[config.mk]
export PLATFORM = sky130hd
export DESIGN_NAME = min_max_sample_normalizer_unit
export DESIGN_NICKNAME = d
export VERILOG_FILES = /design/src/hw/rtl/mmsn_pkg.sv /design/src/hw/rtl/mmsn_front.sv /design/src/hw/rtl/mmsn_queue.sv /design/src/hw/rtl/mmsn_div_back.sv /design/src/hw/rtl/min_max_sample_normalizer_unit.sv
export SDC_FILE = /design/constraint.sdc
export NUM_CORES = 1
export LEC_CHECK = 0
export BUFFER_PORTS_ARGS = -buffer_cell sky130_fd_sc_hd__buf_4
export CORE_ASPECT_RATIO = 0.7
export CORE_MARGIN = 2
export CORE_UTILIZATION = 55
export DETAILED_ROUTE_END_ITERATION = 10
export GPL_ROUTABILITY_DRIVEN = 0
export GPL_TIMING_DRIVEN = 1
export PLACE_DENSITY = 0.82
export SLEW_MARGIN = 20
export SYNTH_ARGS = -nofsm -noshare
export SYNTH_HDL_FRONTEND = slang
export SYNTH_HIERARCHICAL = 1
export SYNTH_SLANG_ARGS = --single-unit
[constraint.sdc]
create_clock -name clk_i -period 14 [get_ports clk_i]
set_input_delay 2.1 -clock clk_i [delete_from_list [all_inputs] [get_ports clk_i]]
set_output_delay 2.1 -clock clk_i [all_outputs]
set_load 0.02 [all_outputs]
[src/hw/rtl/mmsn_pkg.sv]
// Shared types and constants of the min-max sample normalizer.
// No dependencies; used by every RTL module of the block.
`timescale 1ns / 1ps

package mmsn_pkg;

  localparam int unsigned SampleW  = 16;
  localparam int unsigned DivSteps = 16;

  localparam logic [SampleW-1:0] MinReset = 16'hFFFF;
  localparam logic [SampleW-1:0] MaxReset = 16'h0000;

  typedef enum logic {
    OP_MEASURE   = 1'b0,
    OP_NORMALIZE = 1'b1
  } opcode_e;

  typedef enum logic {
    MODE_8BIT  = 1'b0,
    MODE_16BIT = 1'b1
  } sample_mode_e;

  typedef enum logic [1:0] {
    BK_IDLE,
    BK_DIV,
    BK_EMIT
  } back_state_e;

  // One normalize job handed from the front to the divider back end.
  typedef struct packed {
    logic [SampleW-1:0] off;
    logic [SampleW-1:0] span;
    sample_mode_e       mode;
    logic               flat;
    logic               last;
  } norm_job_t;

endpackage

[src/hw/rtl/mmsn_front.sv]
// Front end: accepts samples, tracks running min/max, builds normalize jobs.
// Depends on mmsn_pkg.
`timescale 1ns / 1ps

module mmsn_front (
  input  logic                          clk_i,
  input  logic                          rst_ni,
  input  mmsn_pkg::sample_mode_e        mode_i,
  input  logic                          in_valid_i,
  output logic                          in_ready_o,
  input  mmsn_pkg::opcode_e             in_opcode_i,
  input  logic [mmsn_pkg::SampleW-1:0]  in_sample_i,
  input  logic                          in_last_i,
  input  logic                          q_full_i,
  output logic                          job_push_o,
  output mmsn_pkg::norm_job_t           job_o
);

  logic [mmsn_pkg::SampleW-1:0] min_q, min_d;
  logic [mmsn_pkg::SampleW-1:0] max_q, max_d;
  logic [mmsn_pkg::SampleW-1:0] sample_m;
  logic [mmsn_pkg::SampleW-1:0] sample_c;
  logic                         accept;
  logic                         flat;

  assign in_ready_o = !q_full_i;
  assign accept     = in_valid_i && in_ready_o;

  // Mask the sample to the active width
  always_comb begin
    if (mode_i == mmsn_pkg::MODE_8BIT) begin
      sample_m = {8'h00, in_sample_i[7:0]};
    end else begin
      sample_m = in_sample_i;
    end
  end

  // Clamp into the measured range and form the job
  always_comb begin
    flat = (max_q <= min_q);
    sample_c = sample_m;
    if (sample_c < min_q) begin
      sample_c = min_q;
    end
    if (sample_c > max_q) begin
      sample_c = max_q;
    end
    job_o.off  = sample_c - min_q;
    job_o.span = max_q - min_q;
    job_o.mode = mode_i;
    job_o.flat = flat;
    job_o.last = in_last_i;
    job_push_o = accept && (in_opcode_i == mmsn_pkg::OP_NORMALIZE);
  end

  // Fold measure samples into the bounds; clear them after the last normalize
  always_comb begin
    min_d = min_q;
    max_d = max_q;
    if (accept) begin
      if (in_opcode_i == mmsn_pkg::OP_MEASURE) begin
        if (sample_m < min_q) begin
          min_d = sample_m;
        end
        if (sample_m > max_q) begin
          max_d = sample_m;
        end
      end else if (in_last_i) begin
        min_d = mmsn_pkg::MinReset;
        max_d = mmsn_pkg::MaxReset;
      end
    end
  end

  always_ff @(posedge clk_i or negedge rst_ni) begin
    if (!rst_ni) begin
      min_q <= mmsn_pkg::MinReset;
      max_q <= mmsn_pkg::MaxReset;
    end else begin
      min_q <= min_d;
      max_q <= max_d;
    end
  end

endmodule

[src/hw/rtl/mmsn_queue.sv]
// Small job queue between the front end and the divider back end.
// Depends on mmsn_pkg.
`timescale 1ns / 1ps

module mmsn_queue #(
  parameter int unsigned DEPTH = 4
) (
  input  logic                 clk_i,
  input  logic                 rst_ni,
  input  logic                 push_i,
  input  mmsn_pkg::norm_job_t  push_data_i,
  output logic                 full_o,
  input  logic                 pop_i,
  output logic                 valid_o,
  output mmsn_pkg::norm_job_t  head_o
);

  localparam int unsigned PtrW = (DEPTH > 1) ? $clog2(DEPTH) : 1;
  localparam int unsigned CntW = $clog2(DEPTH + 1);

  mmsn_pkg::norm_job_t entries_q [DEPTH];
  logic [PtrW-1:0]     wr_ptr_q, wr_ptr_d;
  logic [PtrW-1:0]     rd_ptr_q, rd_ptr_d;
  logic [CntW-1:0]     count_q, count_d;
  logic                do_push;
  logic                do_pop;

  assign full_o  = (count_q == CntW'(DEPTH));
  assign valid_o = (count_q != '0);
  assign head_o  = entries_q[rd_ptr_q];
  assign do_push = push_i && !full_o;
  assign do_pop  = pop_i && valid_o;

  // Advance pointers with wrap and track occupancy
  always_comb begin
    wr_ptr_d = wr_ptr_q;
    rd_ptr_d = rd_ptr_q;
    count_d  = count_q;
    if (do_push) begin
      wr_ptr_d = (wr_ptr_q == PtrW'(DEPTH - 1)) ? '0 : wr_ptr_q + 1'b1;
    end
    if (do_pop) begin
      rd_ptr_d = (rd_ptr_q == PtrW'(DEPTH - 1)) ? '0 : rd_ptr_q + 1'b1;
    end
    if (do_push && !do_pop) begin
      count_d = count_q + 1'b1;
    end else if (do_pop && !do_push) begin
      count_d = count_q - 1'b1;
    end
  end

  always_ff @(posedge clk_i or negedge rst_ni) begin
    if (!rst_ni) begin
      wr_ptr_q <= '0;
      rd_ptr_q <= '0;
      count_q  <= '0;
    end else begin
      wr_ptr_q <= wr_ptr_d;
      rd_ptr_q <= rd_ptr_d;
      count_q  <= count_d;
    end
  end

  // Store the pushed job
  always_ff @(posedge clk_i) begin
    if (do_push) begin
      entries_q[wr_ptr_q] <= push_data_i;
    end
  end

endmodule

[src/hw/rtl/mmsn_div_back.sv]
// Back end: scales the offset by full range and divides by the span,
// one restoring quotient bit per cycle, then holds the result. Depends on mmsn_pkg.
`timescale 1ns / 1ps

module mmsn_div_back (
  input  logic                          clk_i,
  input  logic                          rst_ni,
  input  logic                          job_valid_i,
  input  mmsn_pkg::norm_job_t           job_i,
  output logic                          job_pop_o,
  output logic                          out_valid_o,
  input  logic                          out_ready_i,
  output logic [mmsn_pkg::SampleW-1:0]  out_normalized_o,
  output logic                          out_flat_o,
  output logic                          out_last_o
);

  localparam int unsigned W    = mmsn_pkg::SampleW;
  localparam int unsigned CntW = $clog2(mmsn_pkg::DivSteps);

  mmsn_pkg::back_state_e state_q, state_d;

  logic [W-1:0]    rem_q, rem_d;
  logic [W-1:0]    lo_q, lo_d;
  logic [W-1:0]    quot_q, quot_d;
  logic [W-1:0]    span_q, span_d;
  logic [CntW-1:0] cnt_q, cnt_d;
  logic            flat_q, flat_d;
  logic            last_q, last_d;

  logic            out_valid_q, out_valid_d;
  logic [W-1:0]    out_data_q;
  logic            out_flat_q;
  logic            out_last_q;

  logic [2*W-1:0]  numer;
  logic [W:0]      trial;
  logic            fits;
  logic            emit_fire;
  logic            div_step;
  logic            div_done;

  // Numerator off * full as a shift and subtract
  always_comb begin
    if (job_i.mode == mmsn_pkg::MODE_16BIT) begin
      numer = {job_i.off, {W{1'b0}}} - {{W{1'b0}}, job_i.off};
    end else begin
      numer = {8'h00, job_i.off, 8'h00} - {{W{1'b0}}, job_i.off};
    end
  end

  // One restoring step
  assign trial    = {rem_q, lo_q[W-1]};
  assign fits     = (trial >= {1'b0, span_q});
  assign div_done = (cnt_q == CntW'(mmsn_pkg::DivSteps - 1));

  // Control outputs per state
  always_comb begin
    job_pop_o = 1'b0;
    div_step  = 1'b0;
    emit_fire = 1'b0;
    case (state_q)
      mmsn_pkg::BK_IDLE: job_pop_o = job_valid_i;
      mmsn_pkg::BK_DIV:  div_step  = 1'b1;
      mmsn_pkg::BK_EMIT: emit_fire = !out_valid_q || out_ready_i;
      default: ;
    endcase
  end

  // Next state
  always_comb begin
    state_d = state_q;
    case (state_q)
      mmsn_pkg::BK_IDLE: begin
        if (job_valid_i) begin
          state_d = job_i.flat ? mmsn_pkg::BK_EMIT : mmsn_pkg::BK_DIV;
        end
      end
      mmsn_pkg::BK_DIV: begin
        if (div_done) begin
          state_d = mmsn_pkg::BK_EMIT;
        end
      end
      mmsn_pkg::BK_EMIT: begin
        if (emit_fire) begin
          state_d = mmsn_pkg::BK_IDLE;
        end
      end
      default: state_d = mmsn_pkg::BK_IDLE;
    endcase
  end

  // Load a job or advance the divider datapath
  always_comb begin
    rem_d  = rem_q;
    lo_d   = lo_q;
    quot_d = quot_q;
    span_d = span_q;
    cnt_d  = cnt_q;
    flat_d = flat_q;
    last_d = last_q;
    if (job_pop_o) begin
      rem_d  = numer[2*W-1:W];
      lo_d   = numer[W-1:0];
      quot_d = '0;
      span_d = job_i.span;
      cnt_d  = '0;
      flat_d = job_i.flat;
      last_d = job_i.last;
    end else if (div_step) begin
      rem_d  = fits ? W'(trial - {1'b0, span_q}) : trial[W-1:0];
      lo_d   = {lo_q[W-2:0], 1'b0};
      quot_d = {quot_q[W-2:0], fits};
      cnt_d  = cnt_q + 1'b1;
    end
  end

  // Output register valid: set on emit, drop on transfer
  always_comb begin
    out_valid_d = out_valid_q;
    if (emit_fire) begin
      out_valid_d = 1'b1;
    end else if (out_ready_i) begin
      out_valid_d = 1'b0;
    end
  end

  always_ff @(posedge clk_i or negedge rst_ni) begin
    if (!rst_ni) begin
      state_q     <= mmsn_pkg::BK_IDLE;
      out_valid_q <= 1'b0;
    end else begin
      state_q     <= state_d;
      out_valid_q <= out_valid_d;
    end
  end

  always_ff @(posedge clk_i) begin
    rem_q  <= rem_d;
    lo_q   <= lo_d;
    quot_q <= quot_d;
    span_q <= span_d;
    cnt_q  <= cnt_d;
    flat_q <= flat_d;
    last_q <= last_d;
    if (emit_fire) begin
      out_data_q <= flat_q ? '0 : quot_q;
      out_flat_q <= flat_q;
      out_last_q <= last_q;
    end
  end

  assign out_valid_o      = out_valid_q;
  assign out_normalized_o = out_data_q;
  assign out_flat_o       = out_flat_q;
  assign out_last_o       = out_last_q;

endmodule

[src/hw/rtl/min_max_sample_normalizer_unit.sv]
// Top level of the min-max sample normalizer (contrast stretch).
// Depends on mmsn_pkg, mmsn_front, mmsn_queue and mmsn_div_back.
//
// Channel   Dir  tdata (low bit up)      tuser          tlast
// s_axis    in   sample[15:0]            opcode         last_of_pass
// m_axis    out  normalized[15:0]        flat_range     last_out
// cfg       in   cfg_wdata_i: sample_mode, written when cfg_we_i is high
//
// A measure item is handled in the front end alone and gives no result.
// In the back end a normalize item is loaded from the queue, run through the
// radix-2 restoring divider and then emitted; a flat-range item skips the divider.
// The job queue (FIFO_DEPTH entries) lets the front keep taking items while
// the divider works; s_axis_tready drops only when the queue is full.
// Reset is asynchronous, active low: bounds return to min 65535, max 0, mode 8-bit.
`timescale 1ns / 1ps

module min_max_sample_normalizer_unit #(
  parameter int unsigned FIFO_DEPTH = 4  // job queue entries, 2..16
) (
  input  logic        clk_i,
  input  logic        rst_ni,
  input  logic        cfg_we_i,
  input  logic        cfg_wdata_i,    // [0] sample_mode
  input  logic        s_axis_tvalid,
  output logic        s_axis_tready,
  input  logic [15:0] s_axis_tdata,   // [15:0] sample
  input  logic        s_axis_tuser,   // [0] opcode
  input  logic        s_axis_tlast,
  output logic        m_axis_tvalid,
  input  logic        m_axis_tready,
  output logic [15:0] m_axis_tdata,   // [15:0] normalized
  output logic        m_axis_tuser,   // [0] flat_range
  output logic        m_axis_tlast
);

  mmsn_pkg::sample_mode_e mode_q, mode_d;
  mmsn_pkg::norm_job_t    push_job;
  mmsn_pkg::norm_job_t    head_job;
  logic                   job_push;
  logic                   job_pop;
  logic                   q_full;
  logic                   q_valid;

  // Hold the sample mode register
  always_comb begin
    mode_d = mode_q;
    if (cfg_we_i) begin
      mode_d = mmsn_pkg::sample_mode_e'(cfg_wdata_i);
    end
  end

  always_ff @(posedge clk_i or negedge rst_ni) begin
    if (!rst_ni) begin
      mode_q <= mmsn_pkg::MODE_8BIT;
    end else begin
      mode_q <= mode_d;
    end
  end

  mmsn_front u_front (
    .clk_i       (clk_i),
    .rst_ni      (rst_ni),
    .mode_i      (mode_q),
    .in_valid_i  (s_axis_tvalid),
    .in_ready_o  (s_axis_tready),
    .in_opcode_i (mmsn_pkg::opcode_e'(s_axis_tuser)),
    .in_sample_i (s_axis_tdata),
    .in_last_i   (s_axis_tlast),
    .q_full_i    (q_full),
    .job_push_o  (job_push),
    .job_o       (push_job)
  );

  mmsn_queue #(
    .DEPTH (FIFO_DEPTH)
  ) u_queue (
    .clk_i       (clk_i),
    .rst_ni      (rst_ni),
    .push_i      (job_push),
    .push_data_i (push_job),
    .full_o      (q_full),
    .pop_i       (job_pop),
    .valid_o     (q_valid),
    .head_o      (head_job)
  );

  mmsn_div_back u_back (
    .clk_i            (clk_i),
    .rst_ni           (rst_ni),
    .job_valid_i      (q_valid),
    .job_i            (head_job),
    .job_pop_o        (job_pop),
    .out_valid_o      (m_axis_tvalid),
    .out_ready_i      (m_axis_tready),
    .out_normalized_o (m_axis_tdata),
    .out_flat_o       (m_axis_tuser),
    .out_last_o       (m_axis_tlast)
  );

endmodule

# After elaboration in Yosys (flattened, before gate mapping)
# Memory sizes are Yosys's and may differ from the RTL's.
# Cells that the tools add are included.
# Widths: inputs -> output; s select.
word_totals:
  reg_bits: 131
  ramBits: 140
  in_bits: 24
  word_cells: 96
  mem_count: 1
classes:
  n_addsub: 10
  order_cmp: 5
  eq_ne: 10
  mux: 31
  reduce_logical: 21
mem_list:
  columns: ["memory", "depth", "width", "read_ports", "rd_clocked_by_memory_dff", "write_ports", "line", "rtl"]
  rows:
  - ["u_queue.entries_q", 4, 35, 1, 0, 1, "mmsn_queue.sv:21", "mmsn_pkg::norm_job_t entries_q [DEPTH];"]
op_table:
  columns: ["cell", "n"]
  rows:
  - ["$mux 16", 14]
  - ["$sub 16x16->16", 3]
  - ["$gt 16x16->1", 2]
  - ["$mux 32", 1]
  - ["$sub 32x16->32", 1]
  - ["$sub 24x16->25", 1]
  - ["$ge 17x16->1", 1]
  - ["$le 16x16->1", 1]
  - ["$lt 16x16->1", 1]
  - ["$mux 2", 6]
  - ["$reduce_bool 2->1", 5]
  - ["$reduce_and 3->1", 3]
  - ["$ne 2x1->1 const B", 4]
  - ["$mux 1", 7]
  - ["$eq 2x2->1 const B", 3]
  - ["$logic_and 1x1->1", 6]
  - ["$mux 3", 2]
  - ["$pmux 2 s3", 1]
  - ["$add 2x1->2 const B", 2]
  - ["$add 4x1->4 const B", 1]
  - ["$eq 4x4->1 const B", 1]
  - ["$logic_not 1->1", 4]
  - ["$add 3x1->3 const B", 1]
  - ["$eq 3x3->1 const B", 1]
  - ["other kinds (5)", 5]

# Longest topological paths before layout
depth:
  ltp_word: 9
  ltp_mapped: 32
  mapped_depth_nobuf: 27

# Hierarchy
# Netlist, hierarchy kept.
modules_own_cells:
  columns: ["module", "instances", "cells_each", "area_per_inst_um2"]
  rows:
  - ["mmsn_queue", 1, 220, 5565.3]
  - ["mmsn_div_back", 1, 571, 5517.8]
  - ["mmsn_front", 1, 541, 4383.0]
  - ["min_max_sample_normalizer_unit", 1, 2, 40.0]

# Least setup slack after synthesis
# Ideal clock, no wire load.
synth_path:
  kind: "input-to-reg"
  startpoint: "in s_axis_tdata[15]"
  endpoint: "mem u_queue/entries_q[0][34] (netlist name) (data pin)"
  setup_time_ps: 273
  arrival_ps: 7447
  required_time_ps: 13727
  path_slack_ps: 6280
  cell_stages: 29
  n_path_buf: 4
  path_cell_list: "nand2_1 > inv_1 > ha_1 > nand4_1 > or3b_4 > a2111oi_4 > nor3_1 > buf_6 > buf_2 > nand2_1 > o21ai_0 > ha_1 > nand3_1 > or4_1 > a21oi_1 > a211o_1 > o22a_1 > buf_2 > buf_2 > mux2_2 > ha_1 > a21o_1 > a21oi_1 > nor2b_1 > or2_2 > a22o_1 > a211oi_1 > a21oi_1 > xor2_1"
synth_lines:
  columns: ["element", "line", "rtl"]
  rows:
  - ["start: declaration", "min_max_sample_normalizer_unit.sv:26", "input logic [15:0] s_axis_tdata,"]
  - ["end: declaration", "mmsn_queue.sv:21", null]

==> results by group <==
Synth
  – Top post-synthesis cells by area: edfxtp_1, ha_1, dfrtp_1
  – Commonest cells in the netlist: edfxtp_1, nand2_1, ha_1
  – Cells after Synth: between 1000 and 1500
  – Most numerous cell in the Yosys netlist: edfxtp_1
  – Top cell type's share of synthesized area: 40.3%
  – Seq cells post-synth: 271
  – Yosys warns: 6
  – Largest area contributor in the netlist: edfxtp_1
  – Synth Net Count: 1468
  – Syn_area_per_cell: roughly 12 µm²
  – Top_reg_cell synth: edfxtp_1
  – Share of async-settable or async-resettable flops after synthesis: 15.9%
  – Mapped Area: about 16000 µm²
  – Register area share after synthesis: about half
  – Cell variety after synth: 82
  – Number of enable flip-flop cells after synthesis: 208

Clock network
  – CTS Sinks: 271
  – Cts repair resizes: 0
  – Clock transition at path regs: 0.06 ns
  – Worst-case clock buffer depth: 3
  – Hold_buf cts: 0
  – Setup bufs post-CTS: 0
  – Clock root buffer master: clkbuf_16
  – CTS Buf Count: 27
  – CTS tree: built
  – # H-tree levels: 1
  – Clk_lat worst skew: 0.55 ns

Timing
  – Slew HR: 40.6%
  – Worst-Margin Slew: 0.888 ns
  – Fmax: 115 MHz
  – Final hold vios: 0
  – Crit share post-route: 62.2%
  – Worst clock skew: 0.0220 ns
  – RSZ-0062 raised after global routing: false
  – TNS Setup: 0 ns
  – Setup violators final: 0
  – Fin. max-slew vios: 0
  – Min cycle time layout: 8.71 ns

Setup path
  – Slack of the worst reg-to-reg path: 6.25 ns
  – Worst setup EP type: register
  – Crit Path Max Fanout: 38
  – FF-to-FF Start: mode_q$_DFFE_PN0P_
  – Kind of critical path: in -> reg
  – CP startpoint kind: input pin
  – Worst endpoint data arrival time: 9.05 ns
  – Reg2reg end: u_queue/entries_q[1][33]$_DFFE_PP_
  – Worst EP required: 14.34 ns
  – R2R depth: 28

Global route
  – Number of global-route vias before repair: between 10000 and 15000
  – Global route overflow: 0
  – Global Route Usage Sum: between 20% and 30%
  – Pin count of the biggest net entering global routing: 48
  – First-pass GRT wire length: 58.3 mm
  – Initial antenna violation count: 0

Floorplanning
  – Core footprint: 27800 µm²
  – Die ar.: 29600 µm²
  – Die Height: 144 µm
  – Initial Utilization: between 50 and 60%
  – Rows: between 50 and 60
  – Die width: 205 µm
  – Total I/O pin count: 44

Min path
  – Worst hold path type: reg -> reg
  – Hold Crit Start: u_back/quot_q[15]$_SDFFE_PP0P_
  – Hold Path Cell Cnt: 2
  – Hold Crit Endpoint: u_back/quot_q[15]$_SDFFE_PP0P_

Layout
  – Final nets: 1509
  – Antenna Cells: 0
  – Share of post-route cells with drive strength above 1: a little over an eighth
  – P&R area growth vs syn: 9.62%

Run
  – Max_cap viols: 0

Detailed routing
  – DR WL/cell: approximately 21 µm
  – DRC viols: 0
  – TritonRoute pass-1 iters: 6
  – Vias: 11000
  – Vias/cell: 6.22
  – Routed Antenna Nets: 0
  – Drt initial violations: 1452
  – Final WL: 37.0 mm

Placement
  – DP Wirelength: 26.3 mm
  – Port buffer count: 43

Outcome
  – Status: finished clean
[metrics by stage]
stage | util [%] | cell area [µm²] | instances | setup slack (ns) | hold slack (ns)
3_3_place_gp | 58.1 | 16100 | 1717 | 5.26 | 0.445
2_1_floorplan | - | 15500 | 1334 | 6.28 | 0.400
3_5_place_dp | 58.1 | 16100 | 1717 | 4.92 | 0.460
5_1_grt | 61.2 | 17000 | 1766 | 4.89 | 0.496
6_report | 61.2 | 17000 | 1766 | 5.29 | 0.470
4_1_cts | 61.2 | 17000 | 1766 | 5.48 | 0.472
[final cells by class]
| cell class | count | area (µm²) |
|---|---|---|
| Tap cell | 371 | 464 |
| Multi-Input combinational cell | 916 | 7100 |
| Fill cell | 2133 | 10800 |
| Sequential cell | 271 | 7740 |
| Clock buffer | 37 | 733 |
| Inverter | 99 | 372 |
| Clock inverter | 12 | 131 |
| Timing Repair Buffer | 60 | 450 |
[flip-flops by register name (all words and copies together), names as in the netlist]
register / count
u_back/state_q: 2
u_back/quot_q: 16
u_back/last_q: 1
u_back/span_q: 16
mode_q: 1
u_front/max_q: 16
u_queue/rd_ptr_q: 2
u_back/rem_q: 16
u_back/out_valid_o: 1
u_queue/wr_ptr_q: 2
u_queue/count_q: 3
u_front/min_q: 16
u_back/out_flat_o: 1
u_queue/entries_q: 140
u_back/out_normalized_o: 16
u_back/flat_q: 1
u_back/out_last_o: 1
u_back/lo_q: 16
u_back/cnt_q: 4
[per-layer routing]
metal	GRT usage (%)	up-vias	part of all wire [%]
met1	38.2	5327	44
met3	5.36	72	10
met5	0	-	0
met2	38.5	561	44
li1	-	5017	-
met4	4.27	0	1.7
[worst max-delay path, stage by stage]
cell	delay [ns]
buf_4	0.12
ha_1	0.30
a211o_1	0.29
a31oi_1	0.25
o311a_1	0.30
a2111oi_4	0.09
nor3_2	0.50
buf_4	0.50
o21ai_0	0.22
ha_1	0.34
nand3_1	0.11
or4_1	0.56
a21oi_1	0.15
a211o_1	0.12
o22a_1	0.13
buf_4	0.30
mux2_2	0.39
ha_1	0.22
fa_1	0.41
nand2b_1	0.16
a21boi_0	0.26
o21ai_0	0.23
a21oi_1	0.26
o21a_1	0.14
nor2_1	0.05
o21ai_0	0.25
xor2_1	0.30
[worst max path at each step]
| stage | from | end | slack [ns] | cells past startpoint |
|---|---|---|---|---|
| finish | s_axis_tdata[2] | u_queue/entries_q[1][33]$_DFFE_PP_ | 5.29 | 27 |
| global route | s_axis_tdata[2] | u_queue/entries_q[0][33]$_DFFE_PP_ | 4.89 | 27 |
| CTS | s_axis_tdata[2] | u_queue/entries_q[1][33]$_DFFE_PP_ | 5.48 | 27 |
| detailed placement | s_axis_tdata[2] | u_queue/entries_q[0][33]$_DFFE_PP_ | 4.92 | 27 |
| global placement | s_axis_tdata[2] | u_queue/entries_q[0][33]$_DFFE_PP_ | 5.26 | 27 |
| floorplan | s_axis_tdata[15] | u_queue/entries_q[0][34]$_DFFE_PP_ | 6.28 | 29 |
[cells in the final DEF, fill, tap and decap left out, drive strengths merged, types with 6 or more instances in the layout]
cell and count:
a22oi 10, clkbuf 37, mux4 35, inv 99, dfstp 16, nor4 7, nor2b 32, dfxtp 20
buf 60, a31oi 19, mux2 16, nand2b 18, nand2 130, o21ai 72, clkinv 7, nand4 16
a21oi 69, a211oi 7, and2 12, ha 106, dfrtp 27, edfxtp 208, o211ai 7, mux2i 40
nor2 78, or3 6, and3 12, xnor2 46, o22a 17, o21bai 6, xor2 18, a21o 21
o21a 11, o31ai 6, nand3 18, nor3 22
[kinds of logic after synthesis]
family	share of synthesized area [%]
buf+inv	4.36
compound gates	12.2
mux	9.24
fa+ha+maj	9.07
xor+xnor	3.61
simple gates	11.6
flops	49.9
Power is left out: the tool's default activity adds up to more than one toggle a clock period on the data nets, which glitch-free logic cannot reach.
